## src/bc_texture_vertical_flip_macros.svh

```systemverilog
// Assertion macros used by the block's position counter module
`ifndef BC_TEXTURE_VERTICAL_FLIP_MACROS_SVH
`define BC_TEXTURE_VERTICAL_FLIP_MACROS_SVH

// Check cons in the same cycle as ante
`define BCTVF_ASSERT_NOW(label, clk, rst_n, ante, cons) \
    label: assert property (@(posedge clk) disable iff (!rst_n) (ante) |-> (cons)) \
        else $error("bctvf assertion failed");

// Check cons in the cycle after ante
`define BCTVF_ASSERT_NEXT(label, clk, rst_n, ante, cons) \
    label: assert property (@(posedge clk) disable iff (!rst_n) (ante) |=> (cons)) \
        else $error("bctvf assertion failed");

`endif

```

## src/bctvf_pkg.sv

```systemverilog
// Shared types and constants for the compressed block vertical flip
package bctvf_pkg;

    localparam int BLOCK_W    = 64;
    localparam int CFG_DATA_W = 15;
    localparam int CFG_IDX_W  = 2;
    localparam int DIM_W      = 15;
    localparam int DEST_W     = 24;

    typedef enum logic [2:0] {
        FMT_REORDER = 3'd0,
        FMT_BC1     = 3'd1,
        FMT_BC2     = 3'd2,
        FMT_BC3     = 3'd3,
        FMT_BC4     = 3'd4,
        FMT_BC5     = 3'd5
    } t_fmt;

    typedef enum logic [CFG_IDX_W-1:0] {
        CFG_BLOCK_FORMAT  = 2'd0,
        CFG_IMAGE_WIDTH   = 2'd1,
        CFG_IMAGE_HEIGHT  = 2'd2,
        CFG_MIRROR_ENABLE = 2'd3
    } t_cfg_idx;

    typedef struct packed {
        logic [2:0] fmt;
        logic       mirror;
    } t_mode;

endpackage

```

## src/bctvf_cfg.sv

```systemverilog
// Configuration registers and derived block grid size
module bctvf_cfg #(
    parameter int MAX_DIMENSION = 16384,
    parameter int CNT_W         = 12
) (
    input  logic                            i_clk,
    input  logic                            i_rst_n,
    input  logic                            i_cfg_we,
    input  logic [bctvf_pkg::CFG_IDX_W-1:0]  i_cfg_index,
    input  logic [bctvf_pkg::CFG_DATA_W-1:0] i_cfg_data,
    output bctvf_pkg::t_mode                o_mode,
    output logic [CNT_W-1:0]                o_cols,
    output logic [CNT_W-1:0]                o_rows,
    output logic                            o_restart
);
    import bctvf_pkg::*;

    localparam int DIM_CAP = (MAX_DIMENSION < 32767) ? MAX_DIMENSION : 32767;
    localparam logic [DIM_W-1:0] DIM_CAP_V = DIM_W'(DIM_CAP);

    logic [2:0]       r_fmt,       n_fmt;
    logic             r_mirror_en, n_mirror_en;
    logic             r_tall,      n_tall;
    logic [CNT_W-1:0] r_cols,      n_cols;
    logic [CNT_W-1:0] r_rows,      n_rows;

    function automatic logic [CNT_W-1:0] blocks_of(input logic [DIM_W-1:0] d);
        logic [DIM_W-1:0] dc;
        logic [DIM_W:0]   sum;
        begin
            if (d == '0) begin
                dc = DIM_W'(1);
            end else if (d > DIM_CAP_V) begin
                dc = DIM_CAP_V;
            end else begin
                dc = d;
            end
            sum = {1'b0, dc} + (DIM_W+1)'(3);
            blocks_of = sum[CNT_W+1:2];
        end
    endfunction

    always_comb begin
        n_fmt       = r_fmt;
        n_mirror_en = r_mirror_en;
        n_tall      = r_tall;
        n_cols      = r_cols;
        n_rows      = r_rows;
        if (i_cfg_we) begin
            unique case (t_cfg_idx'(i_cfg_index))
                CFG_BLOCK_FORMAT: begin
                    n_fmt = i_cfg_data[2:0];
                end
                CFG_IMAGE_WIDTH: begin
                    n_cols = blocks_of(i_cfg_data[DIM_W-1:0]);
                end
                CFG_IMAGE_HEIGHT: begin
                    n_rows = blocks_of(i_cfg_data[DIM_W-1:0]);
                    n_tall = (i_cfg_data[DIM_W-1:0] >= DIM_W'(2));
                end
                CFG_MIRROR_ENABLE: begin
                    n_mirror_en = i_cfg_data[0];
                end
                default: begin
                    n_fmt = r_fmt;
                end
            endcase
        end
    end

    always_ff @(posedge i_clk) begin
        if (!i_rst_n) begin
            r_fmt       <= FMT_BC1;
            r_mirror_en <= 1'b1;
            r_tall      <= 1'b0;
            r_cols      <= CNT_W'(1);
            r_rows      <= CNT_W'(1);
        end else begin
            r_fmt       <= n_fmt;
            r_mirror_en <= n_mirror_en;
            r_tall      <= n_tall;
            r_cols      <= n_cols;
            r_rows      <= n_rows;
        end
    end

    assign o_mode.fmt    = r_fmt;
    assign o_mode.mirror = r_mirror_en & r_tall;
    assign o_cols        = r_cols;
    assign o_rows        = r_rows;
    assign o_restart     = i_cfg_we;

endmodule

```

## src/bctvf_flip.sv

```systemverilog
// Per-format vertical mirror of one compressed block
module bctvf_flip (
    input  bctvf_pkg::t_mode               i_mode,
    input  logic [bctvf_pkg::BLOCK_W-1:0]  i_block_low,
    input  logic [bctvf_pkg::BLOCK_W-1:0]  i_block_high,
    output logic [bctvf_pkg::BLOCK_W-1:0]  o_flipped_low,
    output logic [bctvf_pkg::BLOCK_W-1:0]  o_flipped_high
);
    import bctvf_pkg::*;

    function automatic logic [BLOCK_W-1:0] flip_colour(input logic [BLOCK_W-1:0] w);
        logic [BLOCK_W-1:0] res;
        begin
            res = w;
            for (int k = 0; k < 4; k++) begin
                res[32 + 8*(3-k) +: 8] = w[32 + 8*k +: 8];
            end
            flip_colour = res;
        end
    endfunction

    function automatic logic [BLOCK_W-1:0] flip_explicit(input logic [BLOCK_W-1:0] w);
        logic [BLOCK_W-1:0] res;
        begin
            res = '0;
            for (int k = 0; k < 4; k++) begin
                res[16*(3-k) +: 16] = w[16*k +: 16];
            end
            flip_explicit = res;
        end
    endfunction

    function automatic logic [BLOCK_W-1:0] flip_interp(input logic [BLOCK_W-1:0] w);
        logic [BLOCK_W-1:0] res;
        begin
            res = w;
            for (int k = 0; k < 4; k++) begin
                res[16 + 12*(3-k) +: 12] = w[16 + 12*k +: 12];
            end
            flip_interp = res;
        end
    endfunction

    always_comb begin
        o_flipped_low  = i_block_low;
        o_flipped_high = i_block_high;
        if (i_mode.mirror) begin
            unique case (i_mode.fmt)
                FMT_BC1: begin
                    o_flipped_low = flip_colour(i_block_low);
                end
                FMT_BC2: begin
                    o_flipped_low  = flip_explicit(i_block_low);
                    o_flipped_high = flip_colour(i_block_high);
                end
                FMT_BC3: begin
                    o_flipped_low  = flip_interp(i_block_low);
                    o_flipped_high = flip_colour(i_block_high);
                end
                FMT_BC4: begin
                    o_flipped_low = flip_interp(i_block_low);
                end
                FMT_BC5: begin
                    o_flipped_low  = flip_interp(i_block_low);
                    o_flipped_high = flip_interp(i_block_high);
                end
                default: begin
                    o_flipped_low = i_block_low;
                end
            endcase
        end
    end

endmodule

```

## src/bctvf_pos.sv

```systemverilog
// Block position counters and destination index
`include "bc_texture_vertical_flip_macros.svh"

module bctvf_pos #(
    parameter int CNT_W = 12
) (
    input  logic                          i_clk,
    input  logic                          i_rst_n,
    input  logic                          i_restart,
    input  logic                          i_advance,
    input  logic                          i_mirror,
    input  logic [CNT_W-1:0]              i_cols,
    input  logic [CNT_W-1:0]              i_rows,
    output logic [bctvf_pkg::DEST_W-1:0]  o_dest_block_index,
    output logic                          o_last
);
    import bctvf_pkg::*;

    localparam int PROD_W = 2 * CNT_W;
    localparam int SUM_W  = (PROD_W + 1 > DEST_W) ? PROD_W + 1 : DEST_W;

    logic [CNT_W-1:0]  r_col, n_col;
    logic [CNT_W-1:0]  r_row, n_row;
    logic [CNT_W-1:0]  dest_row;
    logic [PROD_W-1:0] prod;
    logic [SUM_W-1:0]  idx_full;
    logic              col_end;
    logic              row_end;

    assign col_end  = (r_col == i_cols - CNT_W'(1));
    assign row_end  = (r_row == i_rows - CNT_W'(1));
    assign dest_row = i_mirror ? (i_rows - CNT_W'(1) - r_row) : r_row;
    assign prod     = PROD_W'(dest_row) * PROD_W'(i_cols);
    assign idx_full = SUM_W'(prod) + SUM_W'(r_col);

    assign o_dest_block_index = idx_full[DEST_W-1:0];
    assign o_last             = col_end & row_end;

    always_comb begin
        n_col = r_col;
        n_row = r_row;
        if (i_restart) begin
            n_col = '0;
            n_row = '0;
        end else if (i_advance) begin
            if (col_end) begin
                n_col = '0;
                n_row = row_end ? '0 : r_row + CNT_W'(1);
            end else begin
                n_col = r_col + CNT_W'(1);
            end
        end
    end

    always_ff @(posedge i_clk) begin
        if (!i_rst_n) begin
            r_col <= '0;
            r_row <= '0;
        end else begin
            r_col <= n_col;
            r_row <= n_row;
        end
    end

    `BCTVF_ASSERT_NOW(a_col_in_range, i_clk, i_rst_n, 1'b1, r_col < i_cols)
    `BCTVF_ASSERT_NOW(a_row_in_range, i_clk, i_rst_n, 1'b1, r_row < i_rows)
    `BCTVF_ASSERT_NEXT(a_restart_zero, i_clk, i_rst_n, i_restart, r_col == '0 && r_row == '0)
    `BCTVF_ASSERT_NEXT(a_last_wraps, i_clk, i_rst_n, i_advance && o_last, r_col == '0 && r_row == '0)

endmodule

```

## src/bc_texture_vertical_flip.sv

```systemverilog
// An accepted item's result appears on the output register in the cycle after it is accepted.
// Throughput: one item per cycle; the output register takes a new item whenever
// it is empty or its result is taken in the same cycle.
// Position counters and the destination index multiply sit before the output register.
// Reset (synchronous, active low) empties the output and sets BC1, 1x1, mirror enable on.
// A configuration write restarts the level at block column 0, row 0.
module bc_texture_vertical_flip #(
    parameter int MAX_DIMENSION = 16384
) (
    input  logic                            i_clk,
    input  logic                            i_rst_n,
    input  logic                            i_valid,
    output logic                            o_stall,
    input  logic [bctvf_pkg::BLOCK_W-1:0]    i_block_low,
    input  logic [bctvf_pkg::BLOCK_W-1:0]    i_block_high,
    input  logic                            i_cfg_we,
    input  logic [bctvf_pkg::CFG_IDX_W-1:0]  i_cfg_index,
    input  logic [bctvf_pkg::CFG_DATA_W-1:0] i_cfg_data,
    output logic                            o_valid,
    input  logic                            i_stall,
    output logic [bctvf_pkg::BLOCK_W-1:0]    o_flipped_low,
    output logic [bctvf_pkg::BLOCK_W-1:0]    o_flipped_high,
    output logic [bctvf_pkg::DEST_W-1:0]     o_dest_block_index,
    output logic                            o_image_done
);
    import bctvf_pkg::*;

    localparam int DIM_CAP  = (MAX_DIMENSION < 32767) ? MAX_DIMENSION : 32767;
    localparam int COLS_MAX = (DIM_CAP + 3) / 4;
    localparam int CNT_W    = $clog2(COLS_MAX + 1);

    t_mode              mode;
    logic [CNT_W-1:0]   cols;
    logic [CNT_W-1:0]   rows;
    logic               restart;
    logic               accept;
    logic [BLOCK_W-1:0] flip_low;
    logic [BLOCK_W-1:0] flip_high;
    logic [DEST_W-1:0]  dest_idx;
    logic               last;

    logic               r_valid,     n_valid;
    logic [BLOCK_W-1:0] r_low;
    logic [BLOCK_W-1:0] r_high;
    logic [DEST_W-1:0]  r_dest;
    logic               r_done;

    assign o_stall = r_valid & i_stall;
    assign accept  = i_valid & ~o_stall;

    bctvf_cfg #(
        .MAX_DIMENSION (MAX_DIMENSION),
        .CNT_W         (CNT_W)
    ) u_cfg (
        .i_clk       (i_clk),
        .i_rst_n     (i_rst_n),
        .i_cfg_we    (i_cfg_we),
        .i_cfg_index (i_cfg_index),
        .i_cfg_data  (i_cfg_data),
        .o_mode      (mode),
        .o_cols      (cols),
        .o_rows      (rows),
        .o_restart   (restart)
    );

    bctvf_flip u_flip (
        .i_mode         (mode),
        .i_block_low    (i_block_low),
        .i_block_high   (i_block_high),
        .o_flipped_low  (flip_low),
        .o_flipped_high (flip_high)
    );

    bctvf_pos #(
        .CNT_W (CNT_W)
    ) u_pos (
        .i_clk              (i_clk),
        .i_rst_n            (i_rst_n),
        .i_restart          (restart),
        .i_advance          (accept),
        .i_mirror           (mode.mirror),
        .i_cols             (cols),
        .i_rows             (rows),
        .o_dest_block_index (dest_idx),
        .o_last             (last)
    );

    always_comb begin
        n_valid = r_valid & i_stall;
        if (accept) begin
            n_valid = 1'b1;
        end
    end

    always_ff @(posedge i_clk) begin
        if (!i_rst_n) begin
            r_valid <= 1'b0;
        end else begin
            r_valid <= n_valid;
        end
    end

    always_ff @(posedge i_clk) begin
        if (accept) begin
            r_low  <= flip_low;
            r_high <= flip_high;
            r_dest <= dest_idx;
            r_done <= last;
        end
    end

    assign o_valid            = r_valid;
    assign o_flipped_low      = r_low;
    assign o_flipped_high     = r_high;
    assign o_dest_block_index = r_dest;
    assign o_image_done       = r_done;

endmodule

```

## config.mk

```make
export PLATFORM = sky130hd
export DESIGN_NAME = bc_texture_vertical_flip
export DESIGN_NICKNAME = d
export VERILOG_FILES = /design/src/bctvf_pkg.sv /design/src/bctvf_cfg.sv /design/src/bctvf_flip.sv /design/src/bctvf_pos.sv /design/src/bc_texture_vertical_flip.sv
export VERILOG_INCLUDE_DIRS = /design/src /design/src/src
export SDC_FILE = /design/constraint.sdc
export NUM_CORES = 1
export LEC_CHECK = 0
export ABC_AREA = 1
export ABC_CLOCK_PERIOD_IN_PS = 8600
export BUFFER_PORTS_ARGS = -buffer_cell sky130_fd_sc_hd__clkbuf_2
export CELL_PAD_IN_SITES_DETAIL_PLACEMENT = 0
export CELL_PAD_IN_SITES_GLOBAL_PLACEMENT = 1
export CORE_AREA = 2 2 186 225
export CTS_CLUSTER_DIAMETER = 120
export CTS_CLUSTER_SIZE = 20
export DETAILED_ROUTE_END_ITERATION = 12
export DIE_AREA = 0 0 188 227
export PLACE_DENSITY = 0.85
export SYNTH_ARGS = -nofsm -noshare
export SYNTH_HDL_FRONTEND = slang
export SYNTH_SLANG_ARGS = --single-unit
```

## constraint.sdc

```tcl
create_clock -name i_clk -period 8.6 [get_ports i_clk]
set_input_delay 0.43 -clock i_clk [delete_from_list [all_inputs] [get_ports i_clk]]
set_output_delay 0.43 -clock i_clk [all_outputs]
set_load 0.05 [all_outputs]
```

==> metrics.txt, run 1 <==
status=complete, no violations; cell taking the most area after synthesis=edfxtp_1; Seq/Total Area, Yosys=0.334; nature of the critical path startpoint=flip-flop; post-DR wirelength/cell=18.6 um; Max Slew Vio Count=0; GR Overflow Total=0; crit path DAT=7.98 ns; vias=15306; number of global-route vias before repair=14963; Clock Pin Slew Worst Setup and Hold Paths=0.09 ns; CP Max Fanout=9; worst min-delay path startpoint=i_block_high[8]; DR DRC count=0; syn nets=2436; cts repair resizes=0; initial DRC count=1025; library cells used by synthesis=52; Die Span Y=227 um; most common cell after layout, fill and taps aside=inv_1; RD Place Congestion=0.931; dpl ws=0.885 ns; Overall Power=2.62 mW; Power Dens Cells=133 nW/um^2; worst slew pin tran=1.05 ns; setup_tns=0 ns; CTS buffer count=14; Synth async-reset ratio=0; flops & latches, synth=211; HP Class=input port to flip-flop; Cells after Synth=2061; Layout Skew=0.0159 ns; drt first pass iters=7; Most common cell on crit path=inv_1; CTS Buffer Depth=3; PortBufs=304; cts hold-fix bufs=0; Slew HR=0.301; mapped cell area=17200 um^2; Num Clock Sinks=211; first-pass GRT wire length=83.6 mm; initial antenna violation count=6; largest net degree at the start of global routing=81; root buffer cell=clkbuf_16; max-cap viol count=0; fillcell total=4002; Initial Util=0.426; P&R area growth vs syn=14.1%; # rows=81; CP Class=flip-flop to flip-flop; most frequent cells in the layout=inv_1, nand2_1, clkbuf_2; CP Data Required Time=8.86 ns; post-route antenna net violation count=0; WL final=53.7 mm; worst setup margin=0.884 ns; clock tree from TritonCTS=built; Max VDD drop=0.000126 V; buffer count from post-CTS setup fixing=0; Peak Freq=130 MHz; dominant synthesized flop cell=edfxtp_1; final setup violating endpoints=0; I/O pin cnt=305; Final Cycle Share=0.897; layout cells sized above 1=0.169; Final Net Count=2706; top cells by area, synth=edfxtp_1, fa_1, inv_1; slowest stage delay, CP=0.56 ns; worst reg2reg startpoint=u_cfg.o_rows[0]$_SDFFE_PN1P_; synthesized area per cell=8.37 um^2; Worst setup EP type=flip-flop; CTS HTree Levels=1; EDFF count, synth=153; Worst-Skew Late Latency=0.51 ns; dpl hpwl=43.0 mm; Setup crit start=u_cfg.o_rows[0]$_SDFFE_PN1P_; Ys Warns=0; die width=188 um; Placeable Area=40400 um^2; unrepaired setup endpoints after global routing=false; All-Layer GR Usage=0.251; Yosys top cell area share=0.266; CP max stage cell=fa_1; Lkg Pwr=9.59 nW; crit path time final=7.72 ns; DR vias/cell=5.31; Die Footprint=42700 um^2; final hold vios=0
==> cell families after synthesis <==
| kind of cell | after synthesis | share of synthesized area |
|---|---|---|
| buf+inv | 481 | 0.109 |
| xor+xnor | 65 | 0.0335 |
| simple gates | 753 | 0.188 |
| flops | 211 | 0.334 |
| compound gates | 326 | 0.116 |
| fa+ha+maj | 225 | 0.220 |
==> power by group <==
part           total [mW]  switching, mW  internal, mW
Clock               0.683          0.370         0.314
Combinational       0.739          0.536         0.203
Sequential           1.20         0.0375          1.16
Total                2.62          0.943          1.68
==> cells in the mapped netlist, types with 30 or more instances <==
cell type,n
inv_1,393
nand2_1,365
fa_1,130
nand3_1,115
xor2_1,49
a22oi_1,30
clkbuf_1,41
ha_1,95
dfxtp_1,58
a21oi_1,114
edfxtp_1,153
o21ai_0,62
o22ai_1,35
nor2_1,179
==> registers in the layout (all words and copies together) (netlist names) <==
register            cells
o_dest_block_index     24
o_flipped_high         64
o_flipped_low          64
o_image_done            1
o_valid                 1
u_cfg.o_cols           13
u_cfg.o_rows           13
u_cfg.r_fmt             3
u_cfg.r_mirror_en       1
u_cfg.r_tall            1
u_pos.r_col            13
u_pos.r_row            13
==> area by class of cell <==
cell class | instances | area, um^2 | share of cell area
multi-input cells | 1369 | 9630 | 0.489
flip-flops and latches | 211 | 5760 | 0.292
repair buffers | 319 | 1630 | 0.0830
inverters | 416 | 1570 | 0.0796
well taps | 539 | 674 | 0.0343
clock buffers | 22 | 380 | 0.0193
clock inverters | 2 | 27.5 | 0.00140
diodes | 6 | 15.0 | 0.000763
==> path summary, 6_finish.rpt <==
kind | end | slack [ns] | cells past startpoint
max | o_dest_block_index[21]$_DFFE_PP_ | 0.88 | 34
min | o_flipped_high[8]$_DFFE_PP_ | 0.1 | 1
max reg2reg | o_dest_block_index[21]$_DFFE_PP_ | 0.88 | 34
min reg2reg | u_pos.r_row[11]$_SDFFE_PP0P_ | 0.48 | 2
==> metrics by stage <==
step	utilization	instances	hold slack, ns	area [um^2]
floorplan	-	2061	0.441	17200
global placement	0.476	2854	0.449	19300
detailed placement	0.476	2854	0.466	19300
CTS	0.486	2878	0.0791	19700
global route	0.487	2884	0.0817	19700
finish	0.487	2884	0.0983	19700
==> worst max-delay path, delay by kind of cell, from the launching register on <==
family / cells / cell delay, ns
xor gates and xnor gates: 3 / 0.54
and+or+nand+nor: 11 / 1.56
adders and majority gates: 9 / 3.97
DFF: 1 / 0.33
AOI/OAI and AO/OA: 4 / 0.61
buffers and inverters: 7 / 0.46
==> layer usage <==
| metal | share of wire | track usage | up-vias |
|---|---|---|---|
| met5 | 0 | 0 | - |
| met4 | 0.051 | 0.128 | 0 |
| met3 | 0.062 | 0.0299 | 132 |
| met2 | 0.50 | 0.446 | 628 |
| met1 | 0.39 | 0.302 | 7293 |
| li1 | - | - | 7253 |
Power figures use the tool's default switching activity.
==> inputs of run 2 (changes only) <==
- RECOVER_POWER: default -> 50
==> metrics.txt, run 2 (same netlist as run 1, synthesis figures left out) <==
fillcell total=4071 (+1.7%); Power Dens Cells=134 nW/um^2 (+0.89%); CP Max Fanout=9 (unchanged); Worst-Skew Late Latency=0.51 ns (about the same); CP Data Required Time=8.86 ns (about the same); Worst setup EP type=flip-flop; P&R area growth vs syn=12.8%; Final Net Count=2706 (unchanged); worst r2r dst=o_dest_block_index[21]$_DFFE_PP_; Peak Freq=130 MHz (about the same); initial antenna violation count=6 (unchanged); Slew HR=-1.31 (-1.61); max-cap viol count=3 (+3); slowest stage delay, CP=0.56 ns (about the same); unrepaired setup endpoints after global routing=false; buffer count from post-CTS setup fixing=0 (unchanged); layout cells sized above 1=0.0975 (-0.0714); CP Class=flip-flop to flip-flop; dpl hpwl=43.0 mm (unchanged); PortBufs=304 (unchanged); drt first pass iters=6 (-1); status=finished, violations left; cts repair resizes=0 (unchanged); All-Layer GR Usage=0.251 (unchanged); final setup violating endpoints=0 (unchanged); number of global-route vias before repair=14963 (unchanged); Most common cell on crit path=fa_1; CTS Buffer Depth=3 (unchanged); final hold vios=0 (unchanged); GR Overflow Total=0 (unchanged); post-route antenna net violation count=0 (unchanged); Lkg Pwr=9.10 nW (-5.1%); Clock Pin Slew Worst Setup and Hold Paths=0.10 ns (about the same); Die Footprint=42700 um^2 (unchanged); worst slew pin tran=3.46 ns (+2.41 ns); I/O pin cnt=305 (unchanged); Max Slew Vio Count=106 (+106); most frequent cells in the layout=inv_1, nand2_1, nor2_1; CP max stage cell=fa_1; RD Place Congestion=0.931 (unchanged); root buffer cell=clkbuf_16; setup_tns=0 ns (unchanged); Die Span Y=227 um (unchanged); violated checks=max-capacitance violations, max-slew violations; HP Class=input port to flip-flop; cts hold-fix bufs=0 (unchanged); die width=188 um (unchanged); Register-to-Register Path Depth=29 (-15%); initial DRC count=995 (-2.9%); largest net degree at the start of global routing=81 (unchanged); clock tree from TritonCTS=built; DR vias/cell=5.28 (-0.56%); Critical Path End=o_dest_block_index[21]$_DFFE_PP_; post-DR wirelength/cell=18.7 um (+0.39%); Overall Power=2.61 mW (-0.33%); CTS buffer count=14 (unchanged); Initial Util=0.426 (unchanged); CTS HTree Levels=1 (unchanged); # rows=81 (unchanged); Max VDD drop=0.000126 V (-0.63%); reg2reg setup slack=0.88 ns (about the same); Num Clock Sinks=211 (unchanged); WL final=54.0 mm (+0.39%); crit path DAT=7.98 ns (about the same); DR DRC count=0 (unchanged); Final Cycle Share=0.897 (about the same); nature of the critical path startpoint=flip-flop; worst reg2reg startpoint=u_cfg.o_rows[0]$_SDFFE_PN1P_; Setup crit start=u_cfg.o_rows[0]$_SDFFE_PN1P_; first-pass GRT wire length=83.6 mm (unchanged); crit path time final=7.72 ns (+0.00180 ns); most common cell after layout, fill and taps aside=inv_1; Layout Skew=0.0172 ns (+0.00130 ns); vias=15221 (-0.56%); Placeable Area=40400 um^2 (unchanged)
## run 2: cell count changes in the layout (fill, tap and decap cells not counted), moves of 2 or more
cell	change
clkbuf_1	+162
nor2_4	-2
buf_4	-4
clkbuf_2	-158
nor3_1	+2
nor3_2	-2
nor2_1	+2
## run 2: layer usage
| layer | up-vias | GRT usage | routed length, um |
|---|---|---|---|
| met4 | 0 | 0.128 | 2830 |
| met3 | 132 | 0.0299 | 3430 |
| met1 | 7210 | 0.302 | 21000 |
| met5 | - | 0 | 0 |
| met2 | 636 | 0.446 | 26700 |
| li1 | 7243 | - | - |
## run 2: worst min-delay path by stage
stage	start	end	cells past startpoint
2_1_floorplan	u_pos.r_row[11]$_SDFFE_PP0P_	u_pos.r_row[11]$_SDFFE_PP0P_	2
3_3_place_gp	u_pos.r_row[11]$_SDFFE_PP0P_	u_pos.r_row[11]$_SDFFE_PP0P_	2
3_5_place_dp	u_pos.r_row[11]$_SDFFE_PP0P_	u_pos.r_row[11]$_SDFFE_PP0P_	2
4_1_cts	i_block_high[8]	o_flipped_high[8]$_DFFE_PP_	1
5_1_grt	i_block_high[12]	o_flipped_high[12]$_DFFE_PP_	1
6_report	i_block_high[8]	o_flipped_high[8]$_DFFE_PP_	1
## run 2: cell type report
class / instances / area (um^2) / area share
clock buffers: 22 / 380 / 0.0196
diodes: 6 / 15.0 / 0.000772
clock inverters: 2 / 27.5 / 0.00142
multi-input cells: 1369 / 9600 / 0.494
repair buffers: 319 / 1420 / 0.0731
flip-flops and latches: 211 / 5760 / 0.296
inverters: 416 / 1570 / 0.0806
well taps: 539 / 674 / 0.0347
## run 2: where the power goes
group	switching, mW	total (mW)	internal [mW]
sequential	0.0373	1.20	1.17
clock	0.372	0.686	0.314
combinational	0.537	0.726	0.189
total	0.947	2.61	1.67
## run 2: stage by stage
step	hold WS, ns	instances	util	cell area (um^2)	setup slack [ns]
floorplan	0.441	2061	-	17200	1.58
global placement	0.449	2854	0.476	19300	0.960
detailed placement	0.466	2854	0.476	19300	0.885
CTS	0.0791	2878	0.486	19700	0.865
global route	0.0817	2884	0.481	19400	0.197
finish	0.0976	2884	0.481	19400	0.883
## run 2: worst max-delay path: cells and delay by family, from the launching register on
family | cells | cell delay (ns)
fa+ha+maj | 9 | 4.01
compound gates | 3 | 0.59
simple gates | 9 | 1.50
buf+inv | 5 | 0.62
flops | 1 | 0.33
xor+xnor | 3 | 0.44
==> inputs of run 3 (changes only) <==
- CORE_AREA: 2 2 186 225 -> 2 2 235 179
- DIE_AREA: 0 0 188 227 -> 0 0 237 181
==> metrics.txt, run 3 (same netlist as run 1, synthesis figures left out) <==
Max VDD drop=0.000115 V (-8.7%); violated checks=max-capacitance violations, max-slew violations; Max Slew Vio Count=71 (-33%); CTS HTree Levels=1 (unchanged); Lkg Pwr=9.13 nW (+0.31%); Final Net Count=2709 (+0.11%); CP delay by family, top=adder cells; CP Class=flip-flop to flip-flop; Final Cycle Share=0.924 (+0.0263); P&R area growth vs syn=12.8% (about the same); unrepaired setup endpoints after global routing=false; max-cap viol count=1 (-2); CTS Buffer Depth=3 (unchanged); CP max stage cell=fa_1; worst min-delay path startpoint=i_block_high[6]; crit path time final=7.94 ns (+0.226 ns); GR Overflow Total=0 (unchanged); most frequent cells in the layout=inv_1, nand2_1, nor2_1; drt first pass iters=5 (-1); nature of the critical path startpoint=flip-flop; post-DR wirelength/cell=18.2 um (-2.5%); cts hold-fix bufs=0 (unchanged); die width=237 um (+26%); initial antenna violation count=1 (-5); worst reg2reg startpoint=u_cfg.o_rows[0]$_SDFFE_PN1P_; CP Data Required Time=8.85 ns (about the same); Worst setup EP type=flip-flop; RD Place Congestion=0.973 (+4.5%); All-Layer GR Usage=0.243 (-0.00836); post-route antenna net violation count=0 (unchanged); largest net degree at the start of global routing=88 (+8.6%); # rows=64 (-21%); CTS buffer count=14 (unchanged); worst setup margin=0.657 ns (-0.226 ns); HP Class=input port to flip-flop; most common cell after layout, fill and taps aside=inv_1; CP Max Fanout=8 (-1); dpl ws=0.755 ns (-0.131 ns); setup_tns=0 ns (unchanged); Peak Freq=126 MHz (-2.8%); crit path DAT=8.19 ns (+0.21 ns); Initial Util=0.426 (about the same); root buffer cell=clkbuf_16; Slew HR=-1.59 (-0.284); worst slew pin tran=3.89 ns (+0.426 ns); DR DRC count=0 (unchanged); Layout Skew=0.0115 ns (-0.00567 ns); layout cells sized above 1=0.101 (+0.00329); dpl hpwl=41.1 mm (-4.3%); WL final=52.4 mm (-3.0%); final hold vios=0 (unchanged); I/O pin cnt=305 (unchanged); Num Clock Sinks=211 (unchanged); initial DRC count=1386 (+39%); Worst-Skew Late Latency=0.50 ns (about the same); slowest stage delay, CP=0.54 ns (-0.02 ns); Placeable Area=40400 um^2 (about the same); Crit path buffers/inverters=6 (+1); number of global-route vias before repair=14948 (-0.10%); first-pass GRT wire length=82.4 mm (-1.4%); PortBufs=304 (unchanged); Power Dens Cells=134 nW/um^2 (-0.14%); vias=15371 (+0.99%); Clock Pin Slew Worst Setup and Hold Paths=0.09 ns (about the same); final setup violating endpoints=0 (unchanged); Setup crit start=u_cfg.o_rows[0]$_SDFFE_PN1P_; DR vias/cell=5.35 (+1.4%); clock tree from TritonCTS=built; Die Footprint=42900 um^2 (+0.52%); Die Span Y=181 um (-20%); status=finished, violations left
-- run 3: changes by cell type in the layout (fill, tap and decap cells not counted), sizes merged --
cell	before	now
diode	6	1
buf	11	15
clkbuf	330	329
-- run 3: repair_timing --
action | in CTS | in global routing
resized for setup | 0 | 1
setup buffers | 0 | 0
setup endpoints to repair | 0 | 1
hold endpoints to repair | 0 | 0
-- run 3: worst reg2reg max path, delay by kind of cell, from the launching register on --
kind                     cells  cell delay [ns]
buffers and inverters        6             0.72
AO/OA/AOI/OAI                4             0.40
adder cells (fa/ha/maj)      9             4.01
XOR/XNOR                     2             0.30
AND/OR/NAND/NOR             10             1.94
flip-flops                   1             0.33
-- run 3: per-layer routing --
| layer | up-vias | global-route usage | share of wire |
|---|---|---|---|
| met5 | - | 0 | 0 |
| met4 | 0 | 0.0646 | 0.027 |
| met3 | 84 | 0.0483 | 0.094 |
| met2 | 711 | 0.370 | 0.42 |
| met1 | 7339 | 0.352 | 0.46 |
| li1 | 7237 | - | - |
-- run 3: through the flow --
step	hold WS, ns	utilization	instances	power (mW)	cell area, um^2
global route	0.0817	0.481	2871	2.73	19500
finish	0.0963	0.481	2871	2.61	19500
global placement	0.451	0.476	2846	1.94	19300
detailed placement	0.457	0.476	2846	1.95	19300
floorplan	0.441	-	2061	1.74	17200
CTS	0.0736	0.487	2870	2.64	19700
-- run 3: path summary, 6_finish.rpt --
path | to | slack (ns) | cells after the start
setup reg to reg | o_dest_block_index[21]$_DFFE_PP_ | 0.66 | 31
hold reg to reg | u_pos.r_row[11]$_SDFFE_PP0P_ | 0.47 | 2
hold / removal | o_flipped_high[6]$_DFFE_PP_ | 0.1 | 1
setup / recovery | o_dest_block_index[21]$_DFFE_PP_ | 0.66 | 31
-- run 3: area by class of cell --
type | instances | area, um^2
tap | 528 | 661
fill | 4018 | 21000
clock buffer | 22 | 402
inverter | 416 | 1570
multi-input combinational | 1369 | 9610
timing repair buffer | 322 | 1450
sequential | 211 | 5760
antenna | 1 | 2.50
clock inverter | 2 | 13.8
-- run 3: report_power, final --
| group | switching (mW) | internal [mW] |
|---|---|---|
| combinational | 0.536 | 0.189 |
| clock | 0.366 | 0.327 |
| sequential | 0.0310 | 1.17 |
| total | 0.932 | 1.68 |
